File: config.mk
export PLATFORM = sky130hd
export DESIGN_NAME = mlbs_front
export DESIGN_NICKNAME = d
export VERILOG_FILES = /design/src/design/mlbs_pkg.sv /design/src/design/mlbs_front.sv
export SDC_FILE = /design/constraint.sdc
export NUM_CORES = 1
export LEC_CHECK = 0
export BUFFER_PORTS_ARGS = -buffer_cell sky130_fd_sc_hd__buf_2
export CORE_MARGIN = 2
export CORE_UTILIZATION = 60
export DETAILED_ROUTE_END_ITERATION = 10
export PLACE_DENSITY = 0.93
export SLEW_MARGIN = 20
export SYNTH_ARGS = -nofsm -noshare
export SYNTH_HDL_FRONTEND = slang
export SYNTH_SLANG_ARGS = --single-unit
File: constraint.sdc
create_clock -name vclk -period 18.65
set_input_delay 0.9325 -clock vclk [all_inputs]
set_output_delay 0.9325 -clock vclk [all_outputs]
set_load 0.03 [all_outputs]
File: src/design/mlbs_pkg.sv
// Shared types and constants of the multistyle lightmap bilinear sampler.
package mlbs_pkg;

  localparam int unsigned CFG_IW    = 3;
  localparam int unsigned CFG_DW    = 10;
  localparam int unsigned TEXEL_W   = 24;
  localparam int unsigned TADDR_W   = 12;
  localparam int unsigned WEIGHT_W  = 17;
  localparam int unsigned PROD_W    = 25;
  localparam int unsigned Q8_W      = 16;
  localparam int unsigned SCALED_W  = 18;
  localparam int unsigned COLOR_W   = 20;
  localparam int unsigned NUM_SLOTS = 4;
  localparam int unsigned NUM_CHAN  = 3;
  localparam int unsigned NUM_CORN  = 4;
  localparam int unsigned CMD_DEPTH = 4;
  localparam int unsigned RES_DEPTH = 8;

  localparam logic [5:0] MAP_DIM_RESET     = 6'd2;
  localparam logic [2:0] STYLE_COUNT_RESET = 3'd0;
  localparam logic [9:0] STYLE_SCALE_RESET = 10'd256;

  typedef enum logic [CFG_IW-1:0] {
    REG_MAP_WIDTH    = 3'd0,
    REG_MAP_HEIGHT   = 3'd1,
    REG_STYLE_COUNT  = 3'd2,
    REG_STYLE_SCALE0 = 3'd3,
    REG_STYLE_SCALE1 = 3'd4,
    REG_STYLE_SCALE2 = 3'd5,
    REG_STYLE_SCALE3 = 3'd6
  } cfg_reg_e;

  typedef enum logic {
    OP_LOAD   = 1'b0,
    OP_SAMPLE = 1'b1
  } op_e;

  typedef struct packed {
    logic       op;
    logic [1:0] style_slot;
    logic [9:0] texel_index;
    logic [7:0] texel_red;
    logic [7:0] texel_green;
    logic [7:0] texel_blue;
    logic [4:0] coord_s;
    logic [4:0] coord_t;
    logic [7:0] frac_s;
    logic [7:0] frac_t;
  } in_item_t;

  typedef struct packed {
    logic [COLOR_W-1:0] color_red;
    logic [COLOR_W-1:0] color_green;
    logic [COLOR_W-1:0] color_blue;
    logic               range_error;
  } out_item_t;

  // corner order: 00, 10, 01, 11
  typedef struct packed {
    op_e                                kind;
    logic                               err;
    logic [1:0]                         slot;
    logic [TADDR_W-1:0]                 addr00;
    logic [TADDR_W-1:0]                 addr01;
    logic [TEXEL_W-1:0]                 texel;
    logic [NUM_CORN-1:0][WEIGHT_W-1:0]  weight;
  } cmd_t;

  typedef struct packed {
    logic active;
    logic first;
    logic last;
    logic err;
  } beat_t;

endpackage

File: src/design/mlbs_front.sv
// Front end: classifies incoming transactions, checks ranges, forms addresses and weights.
module mlbs_front import mlbs_pkg::*; #(
  parameter int unsigned MAX_TEXELS = 1024,
  parameter int unsigned MAX_STYLES = 4
) (
  input  in_item_t   item_i,
  input  logic       push_i,
  input  logic       cmd_full_i,
  input  logic [5:0] map_width_i,
  input  logic [5:0] map_height_i,
  output logic       cmd_push_o,
  output cmd_t       cmd_o
);

  logic                accept, load_ok;
  logic [10:0]         row_base;
  logic [13:0]         a00, a01, a11;
  logic [WEIGHT_W-1:0] ia, ib, fa, fb;

  always_comb begin
    accept   = push_i && !cmd_full_i;
    load_ok  = ({1'b0, item_i.style_slot} < 3'(MAX_STYLES)) &&
               (13'(item_i.texel_index) < 13'(MAX_TEXELS));
    row_base = 11'(item_i.coord_t) * 11'(map_width_i);
    a00      = 14'(row_base) + 14'(item_i.coord_s);
    a01      = a00 + 14'(map_width_i);
    a11      = a01 + 14'd1;
    fa       = WEIGHT_W'(item_i.frac_s);
    fb       = WEIGHT_W'(item_i.frac_t);
    ia       = WEIGHT_W'(256) - fa;
    ib       = WEIGHT_W'(256) - fb;

    cmd_o.kind   = op_e'(item_i.op);
    cmd_o.slot   = item_i.style_slot;
    cmd_o.texel  = {item_i.texel_red, item_i.texel_green, item_i.texel_blue};
    cmd_o.err    = ((7'(item_i.coord_s) + 7'd1) >= 7'(map_width_i)) ||
                   ((7'(item_i.coord_t) + 7'd1) >= 7'(map_height_i)) ||
                   (a11 >= 14'(MAX_TEXELS));
    cmd_o.addr01 = a01[TADDR_W-1:0];
    cmd_o.weight[0] = ia * ib;
    cmd_o.weight[1] = fa * ib;
    cmd_o.weight[2] = ia * fb;
    cmd_o.weight[3] = fa * fb;
    if (item_i.op == OP_SAMPLE) begin
      cmd_o.addr00 = a00[TADDR_W-1:0];
      cmd_push_o   = accept;
    end else begin
      cmd_o.addr00 = TADDR_W'(item_i.texel_index);
      cmd_push_o   = accept && load_ok;
    end
  end

endmodule

* After elaboration in Yosys (flattened, before gate mapping)
Cells that the tools add are included.
** Word-level totals
- Bits in registers :: 0
- Input port bits :: 77
- Output and inout port bits :: 121
** Operators by class
- Add/sub/neg operators :: 7
- $mul :: 5
- $lt $le $gt $ge :: 3
- Multiplexer cells :: 1
- Reductions and logical operators :: 4
** Operators with widths (count)
- $sub A9 B8 Y10 const A :: 2
- $mul A10 B10 Y17 :: 1
- $mul A10 B9 Y17 :: 1
- $mul A9 B10 Y17 :: 1
- $mul A8 B8 Y16 :: 1
- $add A13 B1 Y14 const B :: 1
- $ge A14 B11 Y1 const B :: 1
- $add A12 B6 Y13 :: 1
- $add A11 B5 Y12 :: 1
- $add A5 B1 Y6 const B :: 2
- $ge A6 B6 Y1 :: 2
- $mux W12 :: 1
- $mul A5 B6 Y11 :: 1
- $logic_or A1 B1 Y1 :: 2
- $logic_and A1 B1 Y1 :: 1
- $logic_not A1 Y1 :: 1

* Logic depth before layout (Yosys ltp)
- Depth in word-level cells :: 6
- Mapped depth :: 23
- Mapped depth without buffers :: 22

* Least setup slack after synthesis
No wires, ideal clock.
- Path type :: input to output
- Start point :: in item_i[9] (netlist name)
- End point :: out cmd_o[14] (netlist name)
- Data arrival time :: 6.598 ns
- Slack :: 11.120 ns
- Cell stages on the path :: 23
- Path buffers :: 2
- Cells stage by stage :: inv_1 -> ha_1 -> nand2_1 -> or3_1 -> buf_2 -> xor2_1 -> clkbuf_1 -> nand2_1 -> fa_1 -> inv_1 -> fa_1 -> ha_1 -> inv_1 -> fa_1 -> inv_1 -> fa_1 -> ha_1 -> or2_2 -> a21oi_1 -> o31ai_1 -> a2111oi_0 -> nor3_1 -> xor2_1
** RTL lines
- start: declaration :: line mlbs_front.sv:6 : input in_item_t item_i,
- end: declaration :: line mlbs_front.sv:12 : output cmd_t cmd_o

==> run metrics <==
Die ar. 20900 um^2; core region area 19500 um^2; total grt overflow 0; CP max FO 15; Layout fillers between 1000 and 1500; setup bufs post-CTS 0; Post-Route Setup TNS 0 ns; Max Cap Violations 0; largest net degree at the start of global routing 24; routability cong. 0.938; Die H 145 um; clock buffer count 0; starting DRC count in detailed routing 544; cts hold-fix bufs 0; status complete, no violations; multi-input logic area 10400 um^2; global-route wire length before repair between 40000 and 50000 um; Slew headroom 29.5%; Die Wd 145 um; post-route ant nets 0; cell area after synthesis 11900 um^2; post-CTS sizing 0; Critical Path End Type output pin; VDD IR max ~0.13 mV; actual slew at the worst max-slew pin around 1.0 ns; Warnings, synthesis 0; Initial DRT Pass Iterations 5; I/O pins approximately 200; GRT Util Overall approximately a quarter; Distinct cells, synth 63; Leak 7.06 nW; number of global-route vias before repair around 10000; Hold Slack 1.87 ns; RSZ-0062 raised after global routing no; std cell rows 51; Vias/cell 5.51; final setup fails 0; via count 9664; Setup crit start kind primary input; Gate Count Post-Synth 1411; final hold vios 0; fin crit share a little under half; sequential share of the synthesized area 0%; total power 1.65 mW; HP Class primary input to output pin; fin. max-slew vios 0; Max Fclk 0.119 GHz; Final Core Density about 65%; Synth Area per Inst 8.41 um^2; WP data arrival 7.47 ns; fin crit period 8.40 ns; initial antenna violation count 7; routed length per instance approximately 15 um; Net Count, Synth 1887; Register Area 0 um^2; Req. time, crit path 17.72 ns; post-DP HPWL 22800 um; Pwr Density ~130 nW/um^2; fraction of layout cells with a size suffix above 1 12.1%; num sequential 0; drt total wl approximately 27000 um; Setup CP Type primary input to output pin; Initial Utilization between 60% and 70%; DR DRC count 0; Area Growth Syn to Fin 5.86%; port bufs 145; Layout Nets 1962
per-layer routing:
layer  wire, um  global-route usage, %
met5          0                      0
met3       2120                   3.34
met4        887                   8.99
met2      13500                   48.6
met1      10100                   31.6
worst max-delay path, stage by stage:
cell	delay (ns)
buf_2	0.18
inv_1	0.16
ha_1	0.26
nand2_1	0.14
or3_1	0.46
xor2_1	0.71
nand2_1	0.15
fa_1	0.51
inv_1	0.05
fa_1	0.45
ha_1	0.29
inv_1	0.05
fa_1	0.53
inv_1	0.06
fa_1	0.47
ha_1	0.37
or2_2	0.33
a21oi_1	0.28
o31ai_1	0.16
a2111oi_0	0.41
nor3_1	0.13
xor2_1	0.17
buf_2	0.22
path summary, 6_finish.rpt:
check	from	endpoint	slack, ns	cells after the start
max	item_i[9]	cmd_o[14]	10.25	23
min	item_i[27]	cmd_o[69]	1.87	0
area by class of cell:
cell class                      instances  share of cell area [%]
Multi-Input combinational cell       1046                    82.7
Inverter                              290                    8.66
Antenna cell                            4                  0.0797
Tap cell                              265                    2.64
Timing Repair Buffer                  148                    5.96
cell usage after synthesis (5+ instances only):
| master | number | share of area [%] |
|---|---|---|
| or3_1 | 5 | 0.26 |
| a21oi_1 | 27 | 1.1 |
| o41a_1 | 5 | 0.47 |
| inv_1 | 290 | 9.2 |
| buf_4 | 31 | 2.0 |
| and2_1 | 151 | 8.0 |
| o211ai_1 | 5 | 0.32 |
| nor3_1 | 20 | 0.84 |
| nor2b_1 | 10 | 0.53 |
| a21o_1 | 14 | 0.89 |
| clkbuf_1 | 40 | 1.3 |
| nor2_1 | 86 | 2.7 |
| mux2_2 | 9 | 0.85 |
| nand2_1 | 110 | 3.5 |
| xnor2_1 | 65 | 4.8 |
| o21a_1 | 12 | 0.76 |
| o21bai_1 | 9 | 0.57 |
| nand3_1 | 14 | 0.59 |
| ha_1 | 213 | 22 |
| o21ai_1 | 5 | 0.21 |
| o21ai_0 | 6 | 0.25 |
| fa_1 | 186 | 31 |
| xor2_1 | 28 | 2.1 |
metrics by stage:
| step | cells | area, um^2 | setup WS (ns) |
|---|---|---|---|
| floorplan | 1411 | 11900 | 11.12 |
| global placement | 1749 | 12500 | 10.55 |
| detailed placement | 1749 | 12500 | 10.30 |
| CTS | 1749 | 12500 | 10.28 |
| global route | 1753 | 12600 | 9.77 |
| finish | 1753 | 12600 | 10.25 |
report_power, final:
group / internal (mW) / switching [mW]
Sequential: 0 / 0
Combinational: 0.593 / 1.06
Clock: 0.0000000287 / 0
Total: 0.593 / 1.06
placed cells by master (no fill, tap or decap), drive strengths merged, types with 14 or more instances in the layout:
| cell type | n |
|---|---|
| a21o | 15 |
| a21oi | 27 |
| and2 | 151 |
| buf | 148 |
| fa | 186 |
| ha | 213 |
| inv | 290 |
| nand2 | 110 |
| nand3 | 14 |
| nor2 | 87 |
| nor3 | 23 |
| xnor2 | 66 |
| xor2 | 28 |
logic make-up after synthesis:
kind of cell | synth area share [%]
compound gates | 7.33
xor+xnor | 7.00
fa+ha+maj | 53.8
buf+inv | 12.6
mux | 0.938
other cells | 0.0316
simple gates | 18.3
Power figures use the tool's default switching activity.
