## config.mk

```make
export PLATFORM = sky130hd
export DESIGN_NAME = mlbs_fifo
export DESIGN_NICKNAME = d
export VERILOG_FILES = /design/src/design/mlbs_fifo.sv
export SDC_FILE = /design/constraint.sdc
export NUM_CORES = 1
export LEC_CHECK = 0
export ABC_AREA = 1
export BUFFER_PORTS_ARGS = -buffer_cell sky130_fd_sc_hd__buf_2
export CAP_MARGIN = 10
export CORE_AREA = 2 2 39 41
export DETAILED_ROUTE_END_ITERATION = 10
export DIE_AREA = 0 0 41 43
export HOLD_SLACK_MARGIN = 0.02
export PLACE_DENSITY = 0.79
export SLEW_MARGIN = 40
export SYNTH_ARGS = -nofsm -noshare
export SYNTH_HDL_FRONTEND = slang
export SYNTH_SLANG_ARGS = --single-unit
```

## constraint.sdc

```tcl
create_clock -name clk_i -period 2.29 [get_ports clk_i]
set_clock_uncertainty 0.15 [all_clocks]
set_input_delay 0.458 -clock clk_i [delete_from_list [all_inputs] [get_ports clk_i]]
set_output_delay 0.458 -clock clk_i [all_outputs]
set_load 0.1 [all_outputs]
```

## src/design/mlbs_fifo.sv

```systemverilog
// Small register queue used between front and back and for finished results.
module mlbs_fifo #(
  parameter type         T     = logic,
  parameter int unsigned DEPTH = 4
) (
  input  logic clk_i,
  input  logic rst_ni,
  input  logic push_i,
  input  T     data_i,
  output logic full_o,
  input  logic pop_i,
  output T     data_o,
  output logic empty_o
);

  localparam int unsigned PW = (DEPTH > 1) ? $clog2(DEPTH) : 1;
  localparam int unsigned CW = $clog2(DEPTH + 1);

  T               entry_q [DEPTH];
  logic [PW-1:0]  wr_q, wr_d, rd_q, rd_d;
  logic [CW-1:0]  cnt_q, cnt_d;
  logic           do_push, do_pop;

  assign full_o  = (cnt_q == CW'(DEPTH));
  assign empty_o = (cnt_q == '0);
  assign data_o  = entry_q[rd_q];
  assign do_push = push_i && !full_o;
  assign do_pop  = pop_i && !empty_o;

  always_comb begin
    wr_d  = wr_q;
    rd_d  = rd_q;
    cnt_d = cnt_q;
    if (do_push) begin
      wr_d = (wr_q == PW'(DEPTH - 1)) ? '0 : wr_q + PW'(1);
    end
    if (do_pop) begin
      rd_d = (rd_q == PW'(DEPTH - 1)) ? '0 : rd_q + PW'(1);
    end
    if (do_push && !do_pop) begin
      cnt_d = cnt_q + CW'(1);
    end else if (do_pop && !do_push) begin
      cnt_d = cnt_q - CW'(1);
    end
  end

  always_ff @(posedge clk_i or negedge rst_ni) begin
    if (!rst_ni) begin
      wr_q  <= '0;
      rd_q  <= '0;
      cnt_q <= '0;
    end else begin
      wr_q  <= wr_d;
      rd_q  <= rd_d;
      cnt_q <= cnt_d;
    end
  end

  always_ff @(posedge clk_i) begin
    if (do_push) begin
      entry_q[wr_q] <= data_i;
    end
  end

endmodule

```

* Yosys cells after proc, flatten, opt, wreduce, memory -nomap -nowiden *
Memories as Yosys holds them, arrays and structs flattened.
Cells that the tools add are included.

word-level totals
  flip-flop bits (word level) = 7
  RAM bits = 4
  bits of input ports = 5
  word-level logic and storage cells = 27
  memories kept = 1

memories
  memory   depth  width  read ports  clocked after Yosys merged registers in  wr ports  line  text
  entry_q  4      1      1           0                                        1         19    T entry_q [DEPTH];

operators by class
  add/subtract/negate cells = 4
  equal/unequal tests = 3
  multiplexer cells = 6
  reductions and logical operators = 10

operator list
  cell                                                                count
  3-bit two-way mux                                                   2
  2-bit by 1-bit adder with 2-bit output, second input constant       2
  2-bit equality test, second input constant                          2
  1-bit logical AND                                                   4
  1-bit logical NOT                                                   4
  2-bit two-way mux                                                   2
  3-bit by 1-bit adder with 3-bit output, second input constant       1
  3-bit equality test, second input constant                          1
  3-bit logical NOT                                                   1
  3-bit by 1-bit subtractor with 3-bit output, second input constant  1
  1-bit two-way mux                                                   2
  2-bit nonzero test                                                  1

* Depth between registers and ports, before layout *
Gate-level depths: netlist of run 1.

  depth after elaboration = 7
  mapped depth = 12

* Least setup slack after synthesis of run 1 *
Ideal clock, no wire load.

  kind = register to output
  from = register rd_q[0]
  to = output data_o
  arrival = 1.253 ns
  slack = 0.429 ns
  stages on the path, launching flop included = 4
  buffers on the path = 0
  path through = dfrtp_1 -> a21oi_1 -> nand2_1 -> nand2_1

between the ends
  longest elaborated chain between the ends = 1

ends and longest elaborated chain
  what                      line  text
  start: declaration        20    logic [PW-1:0] wr_q, wr_d, rd_q, rd_d;
  start signal: assignment  54    rd_q <= rd_d;
  memory read 4 x 1 bit     -
  end: declaration          12    output T data_o,

No other way between the ends.

* Worst setup path after layout of run 1 *
  from = register cnt_q[0]
  to = output full_o

between the ends
  longest elaborated chain between the ends = 1

ends and longest elaborated chain
  what                      line  text
  start: declaration        21    logic [CW-1:0] cnt_q, cnt_d;
  start signal: assignment  55    cnt_q <= cnt_d;
  3-bit equality test       24    assign full_o = (cnt_q == CW'(DEPTH));
  end: declaration          10    output logic full_o,

No other way between the ends.

==> results.py, run 1 <==
metrics = {
    "layout": {
        "fillCellCount": 127,
        "final_common_cell": "inv_1",
        "layout_common_cells": "inv_1, nand2_1, dfrtp_1, buf_2",
        "design_area_um2": 729,
        "drive_gt1_share_pct": 16.7,
        "antenna_cells": 0,
        "area_delta_synth_final_pct": 14.3,
        "final_nets": 97,
    },
    "floorplanning": {
        "ios": 8,
        "die_h_um": 43,
        "start_util_pct": 46.1,
        "rows": 14,
        "dieArea_um2": 1760,
        "core_area_um2": 1380,
        "die-width_um": 41,
    },
    "setup_path": {
        "endpoint_kind": "primary output",
        "crit_type": "flop to primary output",
        "cp.arrival_ns": 1.44,
        "start_kind": "flop",
        "path_max_fanout": 4,
        "worst_ep_required_time_ns": 1.68,
    },
    "detailed_routing": {
        "drtIter0Drc": 7,
        "avgViaCountPerCell": 4.61,
        "first_pass_iters": 3,
        "drc": 0,
        "num_vias": 461,
        "dr.max_layer_used": "met4",
        "wl_met3_um": 27,
        "routed_wl_um": 971,
        "ant_nets": 0,
        "wl_met2_um": 487,
        "wire_per_inst_um": 9.71,
        "wl_met1_um": 437,
    },
    "place": {
        "post_dp_cell_area_um2": 693,
        "io_buffers": 7,
        "gp_congestion": 0.877,
        "place_ws_ns": 0.349,
        "dp.final_hpwl_um": 734,
    },
    "cts": {
        "clkLatencyLatePin_ns": 0.26,
        "cts_made_buffers": 3,
        "clockBufferDepth": 2,
        "post_cts_buffers": 0,
        "clkTransAtPathRegs_ns": 0.07,
        "cts_num_sinks": 11,
        "cts_resized": 0,
        "hold_buffers": 1,
        "h-tree-depth": 1,
        "clk_root_buffer_cell": "clkbuf_4",
        "cts_tree": "done",
    },
    "grt": {
        "grt_pass1_wl_um": 1510,
        "grt_usage_pct": 13.6,
        "grt.overflow.total": 0,
        "first_global_vias": 381,
        "antenna_found_initial": 0,
        "grt_start_max_net_pins": 8,
    },
    "synthesis": {
        "synth_cells": 72,
        "seq_area_frac_synth_pct": 46.3,
        "ys_seq_elements": 11,
        "syn-num-nets": 84,
        "ys_warn_count": 0,
        "synth_area_um2": 638,
        "synthDistinctLibCells": 17,
        "synth_area_per_cell_um2": 8.86,
    },
    "sta": {
        "slew_headroom_pct": 67.9,
        "fin_crit_ns": 2.05,
        "fin_crit_sh_pct": 89.5,
        "setup_viol": 0,
        "hold_viol": 0,
        "setup_tns_ns": 0,
        "rsz0062_at_grt": "no",
        "slew_viol_final": 0,
        "worst_pin_slew_ns": 0.484,
        "fmax_ghz": 0.488,
        "setup_slack_ns": 0.240,
    },
    "hold_path": {
        "min_path_type": "input port to flop",
    },
    "status": {
        "status": "finished, final reports clean",
    },
    "flow_run": {
        "max_cap_viol_count": 0,
    },
}
-- per-stage QoR --
stage	util [%]	hold slack, ns	cells
6_report	52.7	0.267	100
3_3_place_gp	50.1	0.145	95
2_1_floorplan	-	0.0124	72
5_1_grt	52.7	0.254	100
3_5_place_dp	50.1	0.150	95
4_1_cts	52.7	0.258	100
-- area by class of cell --
class                           count  area [um^2]  share of cell area (%)
Tap cell                           16         20.0                    2.74
Timing Repair Buffer                8         45.0                    6.17
Inverter                           17         63.8                    8.75
Multi-Input combinational cell     44          279                    38.3
Sequential cell                    11          295                    40.5
Clock buffer                        4         26.3                    3.60
-- layer usage --
layer | vias to the layer above | track usage (%)
met2 | 8 | 19.7
met1 | 208 | 15.8
met3 | 2 | 4.71
li1 | 243 | -
met4 | 0 | 10.0
met5 | - | 0
-- kinds of logic (layout without fill, tap and decap cells) --
kind of cell             Yosys count  in the layout  synth area share [%]
AO/OA/AOI/OAI                      3              3                  2.74
XOR/XNOR                           1              1                  1.37
adder cells (fa/ha/maj)            7              7                  14.9
buffers and inverters             17             29                  10.0
flip-flops                        11             11                  46.3
AND/OR/NAND/NOR                   33             33                  24.7
-- final timing paths --
| check | endpoint | start | slack, ns | cells after the start |
|---|---|---|---|---|
| setup reg to reg | cnt_q[1] | cnt_q[0] | 0.33 | 9 |
| hold reg to reg | cnt_q[2] | cnt_q[2] | 0.38 | 2 |
| setup / recovery | full_o | cnt_q[0] | 0.24 | 4 |
| hold / removal | entry_q[3] | data_i | 0.27 | 1 |
| min in group asynchronous | cnt_q[1] | rst_ni | 0.42 | 2 |
| max in group asynchronous | rd_q[1] | rst_ni | 1.40 | 2 |
-- state kept, by name (all words and copies together), names as in the netlist --
name / flops
wr_q: 2
entry_q: 4
cnt_q: 3
rd_q: 2
-- critical path, stage by stage (launching register included) --
cell	delay, ns
dfrtp_1	0.43
inv_1	0.11
nand3_2	0.13
inv_1	0.09
buf_2	0.42
-- synthesized netlist by cell type --
master	count	area, um^2
nand2_4	1	11.3
nand4_1	1	6.26
nor2_1	6	22.5
inv_1	17	63.8
or2_1	1	6.26
fa_1	1	20.0
nand3_2	2	20.0
a21oi_1	1	5.00
nand2_2	1	6.26
nand3_1	5	25.0
xnor2_1	1	8.76
edfxtp_1	4	120
o211ai_1	1	7.51
ha_1	6	75.1
o21ai_0	1	5.00
dfrtp_1	7	175
nand2_1	16	60.1
Power of run 1 is left out: the tool's default activity adds up to more than one toggle a clock period on the data nets, which glitch-free logic cannot reach.
==> run 2, diff against run 1 <==
Settings changed: GPL_TIMING_DRIVEN set to 0.
==> run 2 against run 1 <==
  * Register-to-register slack about the same
  * Final cell count unchanged
  * Global-route usage increased by 0.70 points
  * Sequential cell count unchanged
  * Largest cell class unchanged
==> results.py, run 2 (synthesis results as in run 1) <==
metrics = {
    "status": {
        "status": "finished, final reports clean",
    },
    "setup_path": {
        "slowest_stage": "buf_2",
        "critical-path-max-stage-delay_ns": 0.42,
        "worst_ep_required_time_ns": 1.68,
        "reg2regPathDepth": 9,
        "crit_top_cell": "inv_1",
        "crit_type": "flop to primary output",
        "crit_chain": "inv_1 -> nand3_2 -> inv_1 -> buf_2",
        "path_buf_inv": 3,
        "cp.arrival_ns": 1.43,
        "crit_family": "buffers and inverters",
        "worst-path-stages": 4,
        "endpoint_kind": "primary output",
        "path_max_fanout": 4,
        "start_kind": "flop",
    },
    "cts": {
        "clkLatencyLatePin_ns": 0.26,
        "clkTransAtPathRegs_ns": 0.07,
        "cts_made_buffers": 3,
        "h-tree-depth": 1,
        "post_cts_buffers": 0,
        "cts_resized": 0,
        "cts_num_sinks": 11,
        "cts_tree": "done",
        "clockBufferDepth": 2,
        "clk_root_buffer_cell": "clkbuf_4",
    },
    "grt": {
        "grt_pass1_wl_um": 1660,
        "grt.overflow.total": 0,
        "antenna_found_initial": 0,
        "first_global_vias": 450,
        "grt_start_max_net_pins": 8,
        "grt_usage_pct": 14.3,
    },
    "flow_run": {
        "max_cap_viol_count": 0,
    },
    "sta": {
        "setup_tns_ns": 0,
        "fin_crit_ns": 2.04,
        "setup_viol": 0,
        "slew_viol_final": 0,
        "worst_pin_slew_ns": 0.485,
        "setup_slack_ns": 0.252,
        "rsz0062_at_grt": "no",
        "fmax_ghz": 0.491,
        "fin_crit_sh_pct": 89.0,
        "hold_viol": 0,
        "slew_headroom_pct": 67.9,
    },
    "layout": {
        "largest_register_ffs": 4,
        "area_delta_synth_final_pct": 14.3,
        "final_common_cell": "inv_1",
        "top_regs": "entry_q x4, cnt_q x3",
        "finalNonFillerCells": 100,
        "drive_gt1_share_pct": 16.7,
        "antenna_cells": 0,
        "final_util_pct": 52.7,
        "final_nets": 97,
        "layout_common_cells": "inv_1, nand2_1, dfrtp_1, buf_2",
        "max_flop_register": "entry_q",
        "fillCellCount": 123,
    },
    "place": {
        "dp.final_hpwl_um": 800,
        "gp_congestion": 0.814,
        "place_ws_ns": 0.310,
        "dp.cells": 95,
        "io_buffers": 7,
    },
    "detailed_routing": {
        "drc": 0,
        "num_vias": 462,
        "routed_wl_um": 987,
        "drtIter0Drc": 4,
        "avgViaCountPerCell": 4.62,
        "first_pass_iters": 3,
        "ant_nets": 0,
        "wire_per_inst_um": 9.87,
    },
    "hold_path": {
        "whs_path_depth": 1,
        "min_path_type": "input port to flop",
    },
    "floorplanning": {
        "ios": 8,
        "core_area_um2": 1380,
        "die-width_um": 41,
        "dieArea_um2": 1760,
        "start_util_pct": 46.1,
        "rows": 14,
        "die_h_um": 43,
    },
}
-- run 2: stage by stage --
step                      hold slack [ns]  area [um^2]
final                               0.268          729
after global routing                0.267          729
after CTS                           0.267          729
after detailed placement            0.149          693
after global placement              0.146          693
after floorplan                    0.0124          638
-- run 2: area by class of cell --
class                   count  area [um^2]  area share, %
inverters                  17         63.8           8.75
multi-input cells          44          279           38.3
flip-flops and latches     11          295           40.5
clock buffers               4         26.3           3.60
repair buffers              8         45.0           6.17
well taps                  16         20.0           2.74
-- run 2: repair_timing --
action / CTS / global route
setup endpoints to repair: 0 / 0
hold buffers: 1 / 0
endpoints found under the hold margin: 7 / 0
-- run 2: routing by layer --
metal | share of wire [%] | vias to the layer above | global-route usage, % | routed length, um
li1 | - | 242 | - | -
met1 | 45 | 213 | 15.1 | 449
met2 | 50 | 5 | 24.4 | 496
met3 | 1.3 | 2 | 1.57 | 13
met4 | 2.7 | 0 | 10.0 | 27
met5 | 0 | - | 0 | 0
-- run 2: final timing paths --
| kind | startpoint | slack (ns) | endpoint |
|---|---|---|---|
| max | cnt_q[1] | 0.25 | full_o |
| min | data_i | 0.27 | entry_q[3] |
| max reg2reg | cnt_q[1] | 0.32 | cnt_q[1] |
| min reg2reg | cnt_q[2] | 0.38 | cnt_q[2] |
| max in group asynchronous | rst_ni | 1.42 | wr_q[1] |
| min in group asynchronous | rst_ni | 0.41 | cnt_q[0] |
-- run 2: worst register-to-register path, stage by stage, from the launching register on --
cell and delay (ns):
dfrtp_1 0.41, inv_1 0.13, nand3_2 0.15, nand2_4 0.12
inv_1 0.05, ha_1 0.20, inv_1 0.09, fa_1 0.42
nand2_1 0.07, o21ai_0 0.07
Power of run 2 is left out for the same reason.
==> run 3, diff against run 2 <==
Settings changed: CELL_PAD_IN_SITES_DETAIL_PLACEMENT set to 0, CELL_PAD_IN_SITES_GLOBAL_PLACEMENT set to 1, CORE_AREA 2 2 39 41 to not set, CORE_MARGIN set to 2, CORE_UTILIZATION set to 40, DIE_AREA 0 0 41 43 to not set, PLACE_DENSITY 0.79 to 0.84, SETUP_SLACK_MARGIN set to 0.5.
==> run 3 against run 2 <==
  * Routed wire length grew 12%
  * Critical path depth is the same
  * Via count grew 12%
  * Setup slack gained 0.23 ns
  * Final cell count grew 11%
  * Global-route usage shrank 1.7 points
  * Maximum frequency grew 12%
==> results.py, run 3 (synthesis results as in run 1) <==
metrics = {
    "status": {
        "status": "finished, final reports clean",
    },
    "grt": {
        "antenna_found_initial": 0,
        "grt_pass1_wl_um": 1790,
        "grt.overflow.total": 0,
        "grt_usage_pct": 12.6,
        "grt_start_max_net_pins": 8,
        "first_global_vias": 454,
    },
    "layout": {
        "area_delta_synth_final_pct": 42.7,
        "drive_gt1_share_pct": 42.1,
        "antenna_cells": 0,
        "top_regs": "entry_q x4, cnt_q x3",
        "final_nets": 108,
        "max_flop_register": "entry_q",
        "largest_register_ffs": 4,
        "final_common_cell": "nand2_1",
        "layout_common_cells": "nand2_1, buf_4, inv_1",
    },
    "setup_path": {
        "r2r_setup_slack_ns": 0.51,
        "crit_type": "flop to primary output",
        "path_max_fanout": 5,
        "start_kind": "flop",
        "endpoint_kind": "primary output",
        "worst_ep_required_time_ns": 1.68,
        "cp.arrival_ns": 1.20,
    },
    "sta": {
        "slew_headroom_pct": 87.8,
        "rsz0062_at_grt": "yes",
        "setup_tns_ns": 0,
        "fmax_ghz": 0.552,
        "setup_viol": 0,
        "fin_crit_ns": 1.81,
        "fin_crit_sh_pct": 79.1,
        "slew_viol_final": 0,
        "worst_pin_slew_ns": 0.182,
        "hold_viol": 0,
    },
    "cts": {
        "cts_num_sinks": 11,
        "cts_made_buffers": 3,
        "clockBufferDepth": 2,
        "cts_tree": "done",
        "clkLatencyLatePin_ns": 0.26,
        "clk_root_buffer_cell": "clkbuf_4",
        "clkTransAtPathRegs_ns": 0.07,
        "h-tree-depth": 1,
    },
    "floorplanning": {
        "die-width_um": 43.9,
        "dieArea_um2": 1930,
        "rows": 14,
        "core_area_um2": 1510,
        "start_util_pct": 42.4,
        "die_h_um": 43.9,
        "ios": 8,
    },
    "detailed_routing": {
        "ant_nets": 0,
        "routed_wl_um": 1100,
        "wire_per_inst_um": 9.95,
        "avgViaCountPerCell": 4.68,
        "drtIter0Drc": 6,
        "drc": 0,
        "first_pass_iters": 4,
        "num_vias": 519,
    },
    "place": {
        "dp.final_hpwl_um": 683,
        "io_buffers": 7,
        "gp_congestion": 0.769,
    },
    "hold_path": {
        "min_path_type": "input port to flop",
    },
    "flow_run": {
        "max_cap_viol_count": 0,
    },
}
run 3: cell types whose count changed in the layout (fill, tap and decap cells not counted), moves of 3 or more:
cell     delta
nand2_1     -3
inv_2       +6
inv_1       -8
buf_4      +11
buf_12      +3
buf_2       -3
run 3: final cells by class:
cell class / instances / area (um^2)
Clock buffer: 4 / 26.3
Sequential cell: 11 / 297
Inverter: 17 / 68.8
Tap cell: 16 / 20.0
Fill cell: 132 / 596
Timing Repair Buffer: 19 / 173
Multi-Input combinational cell: 44 / 327
run 3: path summary, 6_finish.rpt:
path / from / end / cells after the start
setup / recovery: rd_q[0] / data_o / 4
hold / removal: data_i / entry_q[0] / 1
setup reg to reg: cnt_q[1] / cnt_q[2] / 10
hold reg to reg: wr_q[1] / wr_q[1] / 2
max in group asynchronous: rst_ni / cnt_q[2] / 2
min in group asynchronous: rst_ni / wr_q[0] / 2
run 3: worst max-delay path: stages, from the launching register on:
cell	delay [ns]
dfrtp_1	0.42
or2_1	0.21
nand2_1	0.07
nand2_2	0.07
buf_12	0.17
run 3: per-layer routing:
layer / global-route usage [%] / part of all wire [%] / up-vias
met3: 1.25 / 3.4 / 2
li1: - / - / 267
met4: 5.45 / 1.1 / 0
met2: 20.0 / 55 / 9
met5: 0 / 0 / -
met1: 17.6 / 41 / 241
run 3: through the flow:
| step | util (%) | cells | cell area (um^2) | setup slack (ns) | hold slack [ns] |
|---|---|---|---|---|---|
| after detailed placement | 46.8 | 95 | 706 | 0.371 | 0.150 |
| after global placement | 46.8 | 95 | 706 | 0.377 | 0.148 |
| after CTS | 55.3 | 105 | 833 | 0.460 | 0.263 |
| after global routing | 60.5 | 111 | 911 | 0.390 | 0.261 |
| final | 60.5 | 111 | 911 | 0.479 | 0.265 |
| after floorplan | - | 72 | 651 | 0.484 | 0.0124 |
run 3: timing repair:
item / in CTS / in global routing
buffers inserted: 5 / 6
hold endpoints to repair: 7 / 0
gates resized for setup: 14 / 14
hold buffers: 1 / 0
endpoints found under the setup margin: 5 / 5
pin swaps: 4 / 9
Power of run 3 is left out for the same reason.
